==> config.mk <==
export PLATFORM = sky130hd
export DESIGN_NAME = json_string_unescaper
export DESIGN_NICKNAME = d
export VERILOG_FILES = /design/src/hw/rtl/jsu_pkg.sv /design/src/hw/rtl/jsu_front.sv /design/src/hw/rtl/jsu_queue.sv /design/src/hw/rtl/jsu_back.sv /design/src/hw/rtl/json_string_unescaper.sv
export SDC_FILE = /design/constraint.sdc
export NUM_CORES = 1
export LEC_CHECK = 0
export ABC_AREA = 1
export BUFFER_PORTS_ARGS = -buffer_cell sky130_fd_sc_hd__buf_4
export CORE_AREA = 2 2 237 239
export CTS_CLUSTER_DIAMETER = 80
export DETAILED_ROUTE_END_ITERATION = 8
export DIE_AREA = 0 0 239 241
export MAX_ROUTING_LAYER = met4
export PLACE_DENSITY = 0.5
export SYNTH_ARGS = -nofsm -noshare
export SYNTH_HDL_FRONTEND = slang
export SYNTH_SLANG_ARGS = --single-unit
==> constraint.sdc <==
create_clock -name clk -period 5.1 [get_ports clk]
set_input_delay 1.02 -clock clk [delete_from_list [all_inputs] [get_ports clk]]
set_output_delay 1.02 -clock clk [all_outputs]
set_load 0.03 [all_outputs]
==> src/hw/rtl/jsu_pkg.sv <==
package jsu_pkg;

	// Input item: one byte of JSON text with its flags
	typedef struct packed {
		logic [7:0] text_byte;
		logic       start_flag;
		logic       end_of_text;
	} text_item_t;

	// Result item
	typedef struct packed {
		logic [1:0] kind;
		logic [7:0] out_byte;
		logic       last;
	} result_item_t;

	// Result kinds
	localparam logic [1:0] KIND_BYTE = 2'd0;
	localparam logic [1:0] KIND_DONE = 2'd1;
	localparam logic [1:0] KIND_ERR  = 2'd2;

	// Decoder phases
	typedef enum logic [3:0] {
		PH_IDLE   = 4'd0,
		PH_STR    = 4'd1,
		PH_ESC    = 4'd2,
		PH_HEX    = 4'd3,
		PH_HP     = 4'd4,
		PH_HP_ESC = 4'd5,
		PH_LOWHEX = 4'd6
	} phase_t;

	// What follows the code points of one command
	typedef enum logic [1:0] {
		TAIL_NONE = 2'd0,
		TAIL_BYTE = 2'd1,
		TAIL_DONE = 2'd2,
		TAIL_ERR  = 2'd3
	} tail_t;

	// Back-end sequencer segments
	typedef enum logic [1:0] {
		SEG_A = 2'd0,
		SEG_B = 2'd1,
		SEG_T = 2'd2
	} seg_t;

	// Command from front to back: up to two code points, then a tail
	typedef struct packed {
		logic        has_a;
		logic [20:0] cp_a;
		logic        has_b;
		logic [15:0] cp_b;
		tail_t       tail;
		logic [7:0]  tail_byte;
	} cmd_t;

	// Characters
	localparam logic [7:0] CHR_QUOTE  = 8'h22;
	localparam logic [7:0] CHR_BSLASH = 8'h5c;
	localparam logic [7:0] CHR_SLASH  = 8'h2f;
	localparam logic [7:0] CHR_B      = 8'h62;
	localparam logic [7:0] CHR_F      = 8'h66;
	localparam logic [7:0] CHR_N      = 8'h6e;
	localparam logic [7:0] CHR_R      = 8'h72;
	localparam logic [7:0] CHR_T      = 8'h74;
	localparam logic [7:0] CHR_U      = 8'h75;

	// Surrogate ranges and code point offsets
	localparam logic [15:0] SUR_HI_MIN = 16'hd800;
	localparam logic [15:0] SUR_HI_MAX = 16'hdbff;
	localparam logic [15:0] SUR_LO_MIN = 16'hdc00;
	localparam logic [15:0] SUR_LO_MAX = 16'hdfff;
	localparam logic [20:0] CP_SUPP    = 21'h10000;
	localparam logic [20:0] CP_MAX1    = 21'h7f;
	localparam logic [20:0] CP_MAX2    = 21'h7ff;
	localparam logic [20:0] CP_MAX3    = 21'hffff;

	// UTF-8 lead and continuation marks
	localparam logic [7:0] UTF_LEAD2 = 8'hc0;
	localparam logic [7:0] UTF_LEAD3 = 8'he0;
	localparam logic [7:0] UTF_LEAD4 = 8'hf0;
	localparam logic [7:0] UTF_CONT  = 8'h80;

	// Number of UTF-8 bytes for a code point
	function automatic logic [2:0] utf8_len(input logic [20:0] cp);
		logic [2:0] n;
		if (cp <= CP_MAX1) n = 3'd1;
		else if (cp <= CP_MAX2) n = 3'd2;
		else if (cp <= CP_MAX3) n = 3'd3;
		else n = 3'd4;
		return n;
	endfunction

	// One UTF-8 byte of a code point
	function automatic logic [7:0] utf8_byte(input logic [20:0] cp, input logic [1:0] idx);
		logic [7:0] r;
		logic [7:0] c0;
		logic [7:0] c1;
		logic [7:0] c2;
		c0 = UTF_CONT | {2'b00, cp[5:0]};
		c1 = UTF_CONT | {2'b00, cp[11:6]};
		c2 = UTF_CONT | {2'b00, cp[17:12]};
		case (utf8_len(cp))
			3'd1: r = cp[7:0];
			3'd2: r = (idx == 2'd0) ? (UTF_LEAD2 | {3'b000, cp[10:6]}) : c0;
			3'd3: begin
				case (idx)
					2'd0:    r = UTF_LEAD3 | {4'b0000, cp[15:12]};
					2'd1:    r = c1;
					default: r = c0;
				endcase
			end
			default: begin
				case (idx)
					2'd0:    r = UTF_LEAD4 | {5'b00000, cp[20:18]};
					2'd1:    r = c2;
					2'd2:    r = c1;
					default: r = c0;
				endcase
			end
		endcase
		return r;
	endfunction

endpackage

==> src/hw/rtl/jsu_front.sv <==
module jsu_front import jsu_pkg::*; (
	input  logic       clk,
	input  logic       arst_n,
	input  logic       accept,
	input  text_item_t text,
	output logic       cmd_valid,
	output cmd_t       cmd
);

	typedef struct packed {
		logic       ok;
		logic       is_u;
		logic [7:0] value;
	} esc_t;

	phase_t      phase_q, phase_n;
	logic [1:0]  digit_q, digit_n;
	logic [15:0] accum_q, accum_n;
	logic [15:0] hp_q, hp_n;

	logic [7:0]  b;
	logic        err;
	logic [4:0]  hexd;
	logic [15:0] acc_new;
	esc_t        esc;

	// Map a hex digit to its value, with a valid bit on top
	function automatic logic [4:0] hexval(input logic [7:0] c);
		logic [4:0] r;
		if (c >= 8'h30 && c <= 8'h39) r = {1'b1, 4'(c - 8'h30)};
		else if (c >= 8'h61 && c <= 8'h66) r = {1'b1, 4'(c - 8'h57)};
		else if (c >= 8'h41 && c <= 8'h46) r = {1'b1, 4'(c - 8'h37)};
		else r = 5'd0;
		return r;
	endfunction

	// Decode the letter after a backslash
	function automatic esc_t esc_decode(input logic [7:0] c);
		esc_t r;
		r = '0;
		r.ok = 1'b1;
		unique case (c) inside
			CHR_QUOTE, CHR_BSLASH, CHR_SLASH: r.value = c;
			CHR_B:   r.value = 8'h08;
			CHR_F:   r.value = 8'h0c;
			CHR_N:   r.value = 8'h0a;
			CHR_R:   r.value = 8'h0d;
			CHR_T:   r.value = 8'h09;
			CHR_U:   r.is_u = 1'b1;
			default: r.ok = 1'b0;
		endcase
		return r;
	endfunction

	assign b       = text.text_byte;
	assign hexd    = hexval(b);
	assign acc_new = {accum_q[11:0], hexd[3:0]};
	assign esc     = esc_decode(b);

	// Classify the byte against the current phase
	always_comb begin
		phase_n = phase_q;
		digit_n = digit_q;
		accum_n = accum_q;
		hp_n    = hp_q;
		cmd     = '0;
		err     = 1'b0;
		if (text.start_flag) begin
			digit_n = 2'd0;
			accum_n = 16'd0;
			hp_n    = 16'd0;
			if (b != CHR_QUOTE) err = 1'b1;
			else phase_n = PH_STR;
		end else begin
			unique case (phase_q)
				PH_STR, PH_HP: begin
					if (phase_q == PH_HP && b == CHR_BSLASH) begin
						phase_n = PH_HP_ESC;
					end else begin
						if (phase_q == PH_HP) begin
							cmd.has_a = 1'b1;
							cmd.cp_a  = {5'b00000, hp_q};
						end
						if (b == CHR_QUOTE) begin
							cmd.tail = TAIL_DONE;
							phase_n  = PH_IDLE;
						end else if (b == CHR_BSLASH) begin
							phase_n = PH_ESC;
						end else begin
							cmd.tail      = TAIL_BYTE;
							cmd.tail_byte = b;
							phase_n       = PH_STR;
						end
					end
				end
				PH_ESC, PH_HP_ESC: begin
					if (phase_q == PH_HP_ESC && b == CHR_U) begin
						phase_n = PH_LOWHEX;
						digit_n = 2'd0;
						accum_n = 16'd0;
					end else begin
						if (phase_q == PH_HP_ESC) begin
							cmd.has_a = 1'b1;
							cmd.cp_a  = {5'b00000, hp_q};
						end
						phase_n = PH_STR;
						if (!esc.ok) begin
							err = 1'b1;
						end else if (esc.is_u) begin
							phase_n = PH_HEX;
							digit_n = 2'd0;
							accum_n = 16'd0;
						end else begin
							cmd.tail      = TAIL_BYTE;
							cmd.tail_byte = esc.value;
						end
					end
				end
				PH_HEX, PH_LOWHEX: begin
					if (!hexd[4]) begin
						err = 1'b1;
					end else begin
						accum_n = acc_new;
						if (digit_q != 2'd3) begin
							digit_n = digit_q + 2'd1;
						end else begin
							digit_n = 2'd0;
							if (phase_q == PH_LOWHEX && acc_new >= SUR_LO_MIN &&
									acc_new <= SUR_LO_MAX) begin
								// Combine the surrogate pair
								cmd.has_a = 1'b1;
								cmd.cp_a  = CP_SUPP + {1'b0, hp_q[9:0], acc_new[9:0]};
								phase_n   = PH_STR;
							end else begin
								// Flush an unpaired high surrogate first
								if (phase_q == PH_LOWHEX) begin
									cmd.has_a = 1'b1;
									cmd.cp_a  = {5'b00000, hp_q};
								end
								if (acc_new >= SUR_HI_MIN && acc_new <= SUR_HI_MAX) begin
									hp_n    = acc_new;
									phase_n = PH_HP;
								end else begin
									if (phase_q == PH_LOWHEX) begin
										cmd.has_b = 1'b1;
										cmd.cp_b  = acc_new;
									end else begin
										cmd.has_a = 1'b1;
										cmd.cp_a  = {5'b00000, acc_new};
									end
									phase_n = PH_STR;
								end
							end
						end
					end
				end
				default: phase_n = PH_IDLE;
			endcase
		end
		// Drop everything on an error or on text ending inside a string
		if (err || (text.end_of_text && phase_n != PH_IDLE)) begin
			cmd      = '0;
			cmd.tail = TAIL_ERR;
			phase_n  = PH_IDLE;
		end
	end

	assign cmd_valid = accept && (cmd.has_a || cmd.tail != TAIL_NONE);

	// Advance decoder state on each transfer
	always_ff @(posedge clk or negedge arst_n) begin
		if (!arst_n) begin
			phase_q <= PH_IDLE;
			digit_q <= 2'd0;
			accum_q <= 16'd0;
			hp_q    <= 16'd0;
		end else if (accept) begin
			phase_q <= phase_n;
			digit_q <= digit_n;
			accum_q <= accum_n;
			hp_q    <= hp_n;
		end
	end

endmodule

==> src/hw/rtl/jsu_queue.sv <==
module jsu_queue import jsu_pkg::*; #(
	parameter int DEPTH = 4
) (
	input  logic clk,
	input  logic arst_n,
	input  logic push_valid,
	output logic push_ready,
	input  cmd_t push_data,
	output logic pop_valid,
	input  logic pop_ready,
	output cmd_t pop_data
);

	localparam int AW = (DEPTH > 1) ? $clog2(DEPTH) : 1;
	localparam int CW = $clog2(DEPTH + 1);

	cmd_t          mem_q [DEPTH];
	logic [AW-1:0] wr_ptr_q;
	logic [AW-1:0] rd_ptr_q;
	logic [CW-1:0] count_q;
	logic          push;
	logic          pop;

	assign push_ready = (count_q != CW'(DEPTH));
	assign pop_valid  = (count_q != '0);
	assign pop_data   = mem_q[rd_ptr_q];
	assign push       = push_valid && push_ready;
	assign pop        = pop_valid && pop_ready;

	// Store entries
	always_ff @(posedge clk) begin
		if (push) mem_q[wr_ptr_q] <= push_data;
	end

	// Track pointers and fill level
	always_ff @(posedge clk or negedge arst_n) begin
		if (!arst_n) begin
			wr_ptr_q <= '0;
			rd_ptr_q <= '0;
			count_q  <= '0;
		end else begin
			if (push) wr_ptr_q <= (wr_ptr_q == AW'(DEPTH - 1)) ? '0 : wr_ptr_q + 1'b1;
			if (pop) rd_ptr_q <= (rd_ptr_q == AW'(DEPTH - 1)) ? '0 : rd_ptr_q + 1'b1;
			if (push && !pop) count_q <= count_q + 1'b1;
			else if (pop && !push) count_q <= count_q - 1'b1;
		end
	end

endmodule

==> src/hw/rtl/jsu_back.sv <==
module jsu_back import jsu_pkg::*; (
	input  logic         clk,
	input  logic         arst_n,
	input  logic         cmd_valid,
	output logic         cmd_ready,
	input  cmd_t         cmd,
	output logic         result_valid,
	input  logic         result_ready,
	output result_item_t result
);

	cmd_t         cur_q;
	logic         cur_valid_q;
	seg_t         seg_q, seg_n;
	logic [1:0]   idx_q;
	logic         out_valid_q;
	result_item_t out_q;

	logic [20:0]  cp_sel;
	logic [2:0]   len;
	logic         cp_end;
	result_item_t res;
	logic         emit;
	logic         load;

	assign cp_sel = (seg_q == SEG_B) ? {5'b00000, cur_q.cp_b} : cur_q.cp_a;
	assign len    = utf8_len(cp_sel);
	assign cp_end = ({1'b0, idx_q} == len - 3'd1);

	// Build the current result and pick the following segment
	always_comb begin
		res   = '0;
		seg_n = SEG_T;
		unique case (seg_q)
			SEG_A: begin
				res.kind     = KIND_BYTE;
				res.out_byte = utf8_byte(cp_sel, idx_q);
				seg_n        = cur_q.has_b ? SEG_B : SEG_T;
				res.last     = cp_end && !cur_q.has_b && cur_q.tail == TAIL_NONE;
			end
			SEG_B: begin
				res.kind     = KIND_BYTE;
				res.out_byte = utf8_byte(cp_sel, idx_q);
				seg_n        = SEG_T;
				res.last     = cp_end && cur_q.tail == TAIL_NONE;
			end
			default: begin
				res.last = 1'b1;
				case (cur_q.tail)
					TAIL_BYTE: begin
						res.kind     = KIND_BYTE;
						res.out_byte = cur_q.tail_byte;
					end
					TAIL_DONE: res.kind = KIND_DONE;
					default:   res.kind = KIND_ERR;
				endcase
			end
		endcase
	end

	assign emit      = cur_valid_q && (!out_valid_q || result_ready);
	assign cmd_ready = !cur_valid_q || (emit && res.last);
	assign load      = cmd_valid && cmd_ready;

	// Step through the command one result per cycle while the output is not stalled
	always_ff @(posedge clk or negedge arst_n) begin
		if (!arst_n) begin
			cur_valid_q <= 1'b0;
			seg_q       <= SEG_A;
			idx_q       <= 2'd0;
		end else if (load) begin
			cur_valid_q <= 1'b1;
			seg_q       <= cmd.has_a ? SEG_A : SEG_T;
			idx_q       <= 2'd0;
		end else if (emit && res.last) begin
			cur_valid_q <= 1'b0;
		end else if (emit) begin
			if (cp_end) begin
				seg_q <= seg_n;
				idx_q <= 2'd0;
			end else begin
				idx_q <= idx_q + 2'd1;
			end
		end
	end

	// Hold the command being expanded
	always_ff @(posedge clk) begin
		if (load) cur_q <= cmd;
	end

	// Output register
	always_ff @(posedge clk or negedge arst_n) begin
		if (!arst_n) begin
			out_valid_q <= 1'b0;
		end else if (emit) begin
			out_valid_q <= 1'b1;
		end else if (result_ready) begin
			out_valid_q <= 1'b0;
		end
	end

	always_ff @(posedge clk) begin
		if (emit) out_q <= res;
	end

	assign result_valid = out_valid_q;
	assign result       = out_q;

endmodule

==> src/hw/rtl/json_string_unescaper.sv <==
// Channel   Direction  Handshake                    Payload
// text      input      text_valid / text_ready      text_item_t   (byte, start, end)
// result    output     result_valid / result_ready  result_item_t (kind, byte, last)
//
// A text byte is taken every cycle while the command queue has room; the
// front decodes it in the cycle it is transferred.
// Results leave one per cycle from the back sequencer while result_ready
// stays high; a byte can cause up to 6 results, so the queue depth sets
// how long a burst the front absorbs before text_ready drops.
// Reset clears the decoder phase, queue pointers and the output valid.
// A stalled result holds in the output register while the back keeps the
// current command and the front keeps filling the queue.
module json_string_unescaper import jsu_pkg::*; #(
	parameter int QUEUE_DEPTH = 4
) (
	input  logic         clk,
	input  logic         arst_n,
	input  logic         text_valid,
	output logic         text_ready,
	input  text_item_t   text,
	output logic         result_valid,
	input  logic         result_ready,
	output result_item_t result
);

	logic accept;
	logic push_valid;
	cmd_t push_cmd;
	logic pop_valid;
	logic pop_ready;
	cmd_t pop_cmd;

	assign accept = text_valid && text_ready;

	// Classify text bytes into commands
	jsu_front u_front (
		.clk       (clk),
		.arst_n    (arst_n),
		.accept    (accept),
		.text      (text),
		.cmd_valid (push_valid),
		.cmd       (push_cmd)
	);

	// Decouple front and back
	jsu_queue #(
		.DEPTH (QUEUE_DEPTH)
	) u_queue (
		.clk        (clk),
		.arst_n     (arst_n),
		.push_valid (push_valid),
		.push_ready (text_ready),
		.push_data  (push_cmd),
		.pop_valid  (pop_valid),
		.pop_ready  (pop_ready),
		.pop_data   (pop_cmd)
	);

	// Expand commands into UTF-8 results
	jsu_back u_back (
		.clk          (clk),
		.arst_n       (arst_n),
		.cmd_valid    (pop_valid),
		.cmd_ready    (pop_ready),
		.cmd          (pop_cmd),
		.result_valid (result_valid),
		.result_ready (result_ready),
		.result       (result)
	);

	// An error stands alone and ends its byte's results
	a_err_last: assert property (@(posedge clk) disable iff (!arst_n)
		result_valid && result.kind == KIND_ERR |-> result.last && result.out_byte == 8'd0)
		else $error("error result not final or carries a byte");

	// Completion ends its byte's results
	a_done_last: assert property (@(posedge clk) disable iff (!arst_n)
		result_valid && result.kind == KIND_DONE |-> result.last && result.out_byte == 8'd0)
		else $error("completion result not final or carries a byte");

	// Every queued command yields at least one result, second code point only after first
	a_cmd_shape: assert property (@(posedge clk) disable iff (!arst_n)
		push_valid |-> (push_cmd.has_a || push_cmd.tail != TAIL_NONE) &&
			(!push_cmd.has_b || push_cmd.has_a))
		else $error("malformed command pushed");

endmodule
==> Word level (Yosys, flattened, before mapping) <==
Memory sizes are Yosys's and may differ from the RTL's.
Cells that the tools add are included.
{ "totals": {"register_bits": 106, "latch_bits": 0, "ram_bits": 196, "rom_bits": 0, "input_bits": 14, "out_inout_bits": 13, "wordCells": 239, "n_memories": 1} }
{ "memory_table": {"columns": ["memory", "depth", "width", "rd", "rd_ports_with_merged_regs", "wr", "line_no", "text"], "rows": [
  ["u_queue.mem_q", 4, 49, 1, 0, 1, "jsu_queue.sv:17", "cmd_t mem_q [DEPTH];"]
]} }
{ "classes": {"add_sub_neg": 11, "mul": 0, "div": 0, "order_cmp": 13, "eq_ne": 38, "shifts": 0, "muxes": 104, "bitwise_logic": 0, "reduce_logical": 53} }
{ "op_table": {"columns": ["op", "count"], "rows": [
  ["2-to-1 mux 22 bit", 7],
  ["2-to-1 mux 39 bit", 3],
  ["2-to-1 mux 49 bit", 2],
  ["2-to-1 mux 16 bit", 6],
  ["case mux 22 bit (3 select lines)", 1],
  ["2-to-1 mux 12 bit", 5],
  ["equality test 8 x 7 -> 1 bit, second input constant", 7],
  ["2-to-1 mux 17 bit", 3],
  ["case mux 8 bit (3 select lines)", 2],
  ["case mux 8 bit (6 select lines)", 1],
  ["2-to-1 mux 2 bit", 23],
  ["2-to-1 mux 4 bit", 9],
  [">= comparator 16 bit, second input constant", 2],
  ["less-or-equal comparator 16 bit, second input constant", 2],
  ["2-to-1 mux 10 bit", 3],
  ["2-to-1 mux 3 bit", 8],
  ["case mux 12 bit (2 select lines)", 1],
  ["case mux 11 bit (2 select lines)", 1],
  ["adder 17 x 20 -> 21 bit, first input constant", 1],
  ["less-or-equal comparator 21 x 11 -> 1 bit, second input constant", 1],
  ["less-or-equal comparator 21 x 16 -> 1 bit, second input constant", 1],
  ["less-or-equal comparator 21 x 7 -> 1 bit, second input constant", 1],
  ["2-to-1 mux 21 bit", 1],
  ["case mux 7 bit (3 select lines)", 1],
  ["47 further kinds", 127]
]} }

==> Depth between registers and ports, before layout <==
{ "depth": {"word_depth": 25, "mapped_depth": 25, "depth_no_buf": 25} }

==> Hierarchy <==
Synthesis repeated with hierarchy kept, for this count alone.
{ "hier_totals": {"cells_unflattened": 1391, "area_unflattened_um2": 14930.6} }
{ "by_module_without_submodules": {"columns": ["module", "n_inst", "cells_per_inst", "area_each_um2", "seq_area_each_um2"], "rows": [
  ["jsu_queue", 1, 631, 8529.4, 6060.8],
  ["jsu_back", 1, 309, 3279.4, 1921.8],
  ["jsu_front", 1, 449, 3114.2, 850.8],
  ["json_string_unescaper", 1, 2, 7.5, 0.0]
]} }

==> Least setup slack after synthesis <==
OpenSTA, ideal clock, no wires.
{ "synth_timing": {"kind": "input to register", "startpoint": "in text[2] (netlist bit)", "endpoint": "mem u_queue.mem_q[0][0] (netlist bit) (enable)", "setup_time_ns": 0.456, "arrival_time_ns": 4.664, "required_time_ns": 4.644, "path_slack_ns": -0.020, "path_stages": 16, "path_buffers": 0, "cell_sequence": "inv_1 -> ha_1 -> nor3b_2 -> nand2_1 -> inv_2 -> nor2_1 -> nand2_1 -> inv_2 -> nand2_1 -> o31ai_1 -> inv_2 -> nand2_1 -> nor2_8 -> nand4_2 -> nand2_2 -> nor2_1"} }
{ "synth_via": {"elab_chain_cells": 23, "word_cells_on_any_way": 81, "cone_classes": "add/sub (3); order compare (10); eq/ne (10); mux (42); reduce/logical (16)"} }
{ "synth_rtl": {"columns": ["element", "line_no", "text"], "rows": [
  ["start: declaration", "json_string_unescaper.sv:20", "input text_item_t text,"],
  [">= comparator 8 x 7 -> 1 bit or less-or-equal comparator 8 x 7 -> 1 bit (tied branches)", "jsu_front.sv:32", "else if (c >= 8'h41 && c <= 8'h46) r = {1'b1, 4'(c - 8'h37)};"],
  ["logical AND 1 bit", "jsu_front.sv:32", null],
  ["2-to-1 mux 5 bit", "jsu_front.sv:32", null],
  ["2-to-1 mux 5 bit", "jsu_front.sv:31", "else if (c >= 8'h61 && c <= 8'h66) r = {1'b1, 4'(c - 8'h57)};"],
  ["2-to-1 mux 5 bit", "jsu_front.sv:30", "if (c >= 8'h30 && c <= 8'h39) r = {1'b1, 4'(c - 8'h30)};"],
  [">= comparator 16 bit, or another cell as far along", "jsu_front.sv:140", "if (acc_new >= SUR_HI_MIN && acc_new <= SUR_HI_MAX) begin"],
  ["logical AND 1 bit, on equally long branches", "jsu_front.sv:140, jsu_front.sv:128", null],
  ["2-to-1 mux 3 bit or logical AND 1 bit (tied branches)", "jsu_front.sv:140, jsu_front.sv:128", null],
  ["[7 not listed]", null, null],
  ["logical OR 1 bit", "jsu_front.sv:161", "if (err || (text.end_of_text && phase_n != PH_IDLE)) begin"],
  ["2-to-1 mux 49 bit (*)", "jsu_front.sv:161", null],
  ["nonzero test 2 bit", "jsu_front.sv:168", "assign cmd_valid = accept && (cmd.has_a || cmd.tail != TAIL_NONE);"],
  ["logical OR 1 bit (*)", "jsu_front.sv:168", null],
  ["logical AND 1 bit (*)", "jsu_front.sv:168", null],
  ["logical AND 1 bit (*)", "jsu_queue.sv:27", "assign push = push_valid && push_ready;"],
  ["2-to-1 mux 1 bit (*)", "jsu_queue.sv:32", "if (push) mem_q[wr_ptr_q] <= push_data;"],
  ["2-to-1 mux 1 bit (implied by the code) (*)", "jsu_queue.sv:32", null],
  ["end: declaration", "jsu_queue.sv:17", null]
]} }
Every way passes the cells marked *; elsewhere a longest branch is shown, timed or not.

==> Worst setup path in the final report <==
{ "layout_timing": {"startpoint": "reg u_back.seg_q[1]", "endpoint": "reg u_queue.count_q[1]"} }
{ "layout_via": {"elab_chain_cells": 17, "word_cells_on_any_way": 23, "cone_classes": "add/sub (1); order compare (3); eq/ne (2); mux (6); reduce/logical (11)"} }
{ "layout_rtl": {"columns": ["element", "line_no", "text"], "rows": [
  ["start: declaration", "jsu_back.sv:14", "seg_t seg_q, seg_n;"],
  ["start signal: assignment", "jsu_back.sv:73", "seg_q <= cmd.has_a ? SEG_A : SEG_T;"],
  ["start signal: assignment", "jsu_back.sv:79", "seg_q <= seg_n;"],
  ["equality test 2 x 1 -> 1 bit", "jsu_back.sv:26, jsu_back.sv:34", null],
  ["2-to-1 mux 21 bit", "jsu_back.sv:26", "assign cp_sel = (seg_q == SEG_B) ? {5'b00000, cur_q.cp_b} : cur_q.cp_a;"],
  ["less-or-equal comparator 21 x 16 -> 1 bit", "jsu_pkg.sv:90", "else if (cp <= CP_MAX3) n = 3'd3;"],
  ["2-to-1 mux 3 bit", "jsu_pkg.sv:90", null],
  ["2-to-1 mux 3 bit", "jsu_pkg.sv:89", "else if (cp <= CP_MAX2) n = 3'd2;"],
  ["2-to-1 mux 3 bit", null, null],
  ["subtractor 3 x 1 -> 3 bit", "jsu_back.sv:28", "assign cp_end = ({1'b0, idx_q} == len - 3'd1);"],
  ["equality test 2 x 3 -> 1 bit", "jsu_back.sv:28", null],
  ["logical AND 1 bit (2 in a row)", "jsu_back.sv:39", "res.last = cp_end && !cur_q.has_b && cur_q.tail == TAIL_NONE;"],
  ["case mux 11 bit (2 select lines) (*)", "jsu_back.sv:34", "unique case (seg_q)"],
  ["logical AND 1 bit (*)", "jsu_back.sv:62", "assign cmd_ready = !cur_valid_q || (emit && res.last);"],
  ["logical OR 1 bit (*)", "jsu_back.sv:62", null],
  ["logical AND 1 bit (*)", "jsu_queue.sv:28", "assign pop = pop_valid && pop_ready;"],
  ["zero test 1 bit", "jsu_queue.sv:44", "if (push && !pop) count_q <= count_q + 1'b1;"],
  ["logical AND 1 bit", "jsu_queue.sv:44", null],
  ["2-to-1 mux 3 bit or nonzero test 2 bit (tied branches)", null, null],
  ["end signal: assignment", "jsu_queue.sv:44", null],
  ["end signal: assignment", "jsu_queue.sv:45", "else if (pop && !push) count_q <= count_q - 1'b1;"],
  ["end: declaration", "jsu_queue.sv:20", "logic [CW-1:0] count_q;"]
]} }
Marks and branches as above.
A chain may end at the register's enable or synchronous reset.

==> out/results.ini <==
[status]
status=finished clean

[power]
power_leakage_uw=0.005802
power_density_mw_per_mm2=526.0
finalPower_uw=8357
switchingPower_uw=2877
p_comb_share_pct=28.7
p_int_uw=5480
worst_ir_drop_vdd_v=0.0002835
p_seq_share_pct=41.3
clkPwrFrac_pct=30.0
sw_frac_of_total_pct=34.43

[global_route]
grt_pass1_vias=8949
grt_pass1_wl_um=53560
antenna_found_initial=0
track_usage_pct=12.38
grt_max_degree=95
grt-ovfl-total=0

[timing]
fin_worst_skew_ns=0.02222
max-slew-margin-rel_pct=26.25
setup_viol=0
tightest_slew_ns=1.106
fmax_ghz=0.2282
timing.final.crit_share_pct=85.91
rsz0062_at_grt=no
drv_slew=0
finalHoldViolations=0
period_minus_slack_ns=4.381

[floorplanning]
dieArea_mm2=0.05760
fp-row-count=86
start_util_pct=24.91
core_area_mm2=0.05488
io-pin-count=27
die_w_um=239
fp.dieH_um=241

[worst_hold_path]
hold_path.class=reg -> reg

[final_layout]
mostFrequentLayoutCell=edfxtp_1
final_nets=1338
design_area_mm2=0.01589
drive_above_1_share_pct=11.61
area_delta_synth_final_pct=16.23
fill_cells=5675
final_cell_mix=edfxtp_1 (255), nor2_1 (178), o21ai_0 (156)
antenna_cells=0

[yosys]
syn_area_per_cell_um2=10.72
synth_edf_count=255
synth_warnings=0
synth.cell_area_mm2=0.01367
synthFlopType=edfxtp_1
syn_nets=1313
ys_seq_area_share_pct=64.63
synth_cells=1275
synth_cell_types=48
ys_seq_elements=302
async_reset_ff_share_pct=15.56

[setup_path]
crit_type=reg -> reg
cp_common_cell=inv_2
cp-start-kind=flip-flop
critPathMaxFanout=26
arrival_ns=4.79
required_ns=5.51
path_cells=inv_2 > nand2_4 > o21ai_1 > nand2_1 > inv_2 > nand3_2 > inv_2 > nand2_2 > clkinv_1 > nor2_1 > ha_1 > xor2_1 > o21ai_0 > a21oi_1 > nand4_2 > nand3_2 > nand3_4 > ha_1 > inv_1 > fa_1 > mux2_2
cp_slowest_cell=dfrtp_1
cp-end-kind=flip-flop
max_stage_delay_ns=0.63
crit_buf_inv=5
critPathTopFamily=simple AND/OR/NAND/NOR gates

[place]
gp_congestion=0.8687
port_buffers=26
hpwl_um=22880
dpl-instance-area_mm2=0.01473

[cts]
ctsResizeCount=0
cts_buffers=34
cts-root-buf=clkbuf_16
path_clk_slew_ns=0.06
insertion_delay_ns=0.53
clock_sinks=302
cts_tree=built
cts_setup_buffers=0
h-tree-depth=2
cts_hold_buffers=0
clock_path_buffers=3

[routing]
dr.pass1.iters=5
vias=9466
wl_per_cell_um=17.17
routed_wl_um=34860
ant_nets=0
vias_per_cell=4.663
drt_iter0_markers=818
drc=0

[job]
max_cap_viol_count=0

-- cell usage after synthesis (all sizes together) (12+ instances only) --
cell type / number / share of area (%)
nand2: 165 / 4.8
dfrtp: 47 / 8.6
inv: 120 / 3.3
a22oi: 17 / 0.93
o21ai: 173 / 6.5
nand3: 75 / 2.9
nand4: 18 / 0.96
nor2: 191 / 5.6
o22ai: 61 / 2.8
a21oi: 26 / 1.1
buf: 12 / 0.59
ha: 23 / 2.1
clkbuf: 42 / 1.2
edfxtp: 255 / 56
-- path summary, 6_finish.rpt --
kind / start / to / slack, ns / depth (start not counted)
max: u_back.seg_q[1] / u_queue.count_q[1] / 0.72 / 21
max in group asynchronous: arst_n / u_front.hp_q[3] / 4.07 / 1
min in group asynchronous: arst_n / u_back.cur_valid_q / 0.52 / 1
min reg2reg: u_front.digit_q[1] / u_front.digit_q[1] / 0.50 / 2
min: u_front.digit_q[1] / u_front.digit_q[1] / 0.50 / 2
max reg2reg: u_back.seg_q[1] / u_queue.count_q[1] / 0.72 / 21
-- power groups by stage --
stage | Combinational [uW] | Clock (uW) | Sequential, uW
3_3_place_gp | 2420 | 0 | 3500
3_5_place_dp | 2420 | 0 | 3500
4_1_cts | 2430 | 2570 | 3460
6_report | 2400 | 2510 | 3450
5_1_grt | 2680 | 2670 | 3490
2_1_floorplan | 1550 | 0 | 3510
-- cell type report --
| cell class | count | area, um2 | share of cell area, % |
|---|---|---|---|
| timing repair buffer | 43 | 385.4 | 2.426 |
| sequential | 302 | 8835 | 55.61 |
| tap | 704 | 880.8 | 5.545 |
| inverter | 126 | 473.0 | 2.977 |
| clock buffer | 43 | 915.9 | 5.765 |
| clock inverter | 19 | 244.0 | 1.536 |
| multi-input combinational | 793 | 4153 | 26.14 |
-- cell families after synthesis --
kind of cell	Yosys count	share of synthesized area [%]
multiplexers	1	0.08238
flip-flops	302	64.63
adder cells (fa/ha/maj)	24	2.252
XOR/XNOR	4	0.2564
AND/OR/NAND/NOR	466	15.07
AO/OA/AOI/OAI	298	12.50
buffers and inverters	180	5.209
-- per-layer routing --
layer	global-route usage (%)	share of wire (%)
met5	-	0
met4	3.258	1.7
met3	1.453	3.6
met2	19.73	47
met1	16.76	48
-- sequential cells by signal, summed over array words and instances, names as in the netlist, 3 cells and up --
signal / cells
u_back.result: 11
u_front.phase_q: 4
u_front.hp_q: 16
u_back.cur_q: 48
u_queue.mem_q: 196
u_queue.count_q: 3
u_front.accum_q: 12
-- through the flow --
step	TNS, ns	util [%]	cells	worst slack, ns	hold WS, ns
2_1_floorplan	-3.882	-	1275	-0.01980	0.4570
3_3_place_gp	0	26.84	1968	0.7803	0.4768
3_5_place_dp	0	26.84	1968	0.7025	0.4830
4_1_cts	0	28.95	2030	0.7582	0.4970
5_1_grt	0	28.95	2030	0.3175	0.5417
6_report	0	28.95	2030	0.7187	0.5006
-- worst reg2reg max path, delay by kind of cell (launching register included) --
kind                     cells  cell delay [ns]
adder cells (fa/ha/maj)      3             0.88
flip-flops                   1             0.63
AO/OA/AOI/OAI                3             0.40
buffers and inverters        5             0.67
AND/OR/NAND/NOR              8             1.28
multiplexers                 1             0.26
XOR/XNOR                     1             0.14
Note: power is estimated with default switching activity, not from simulation.
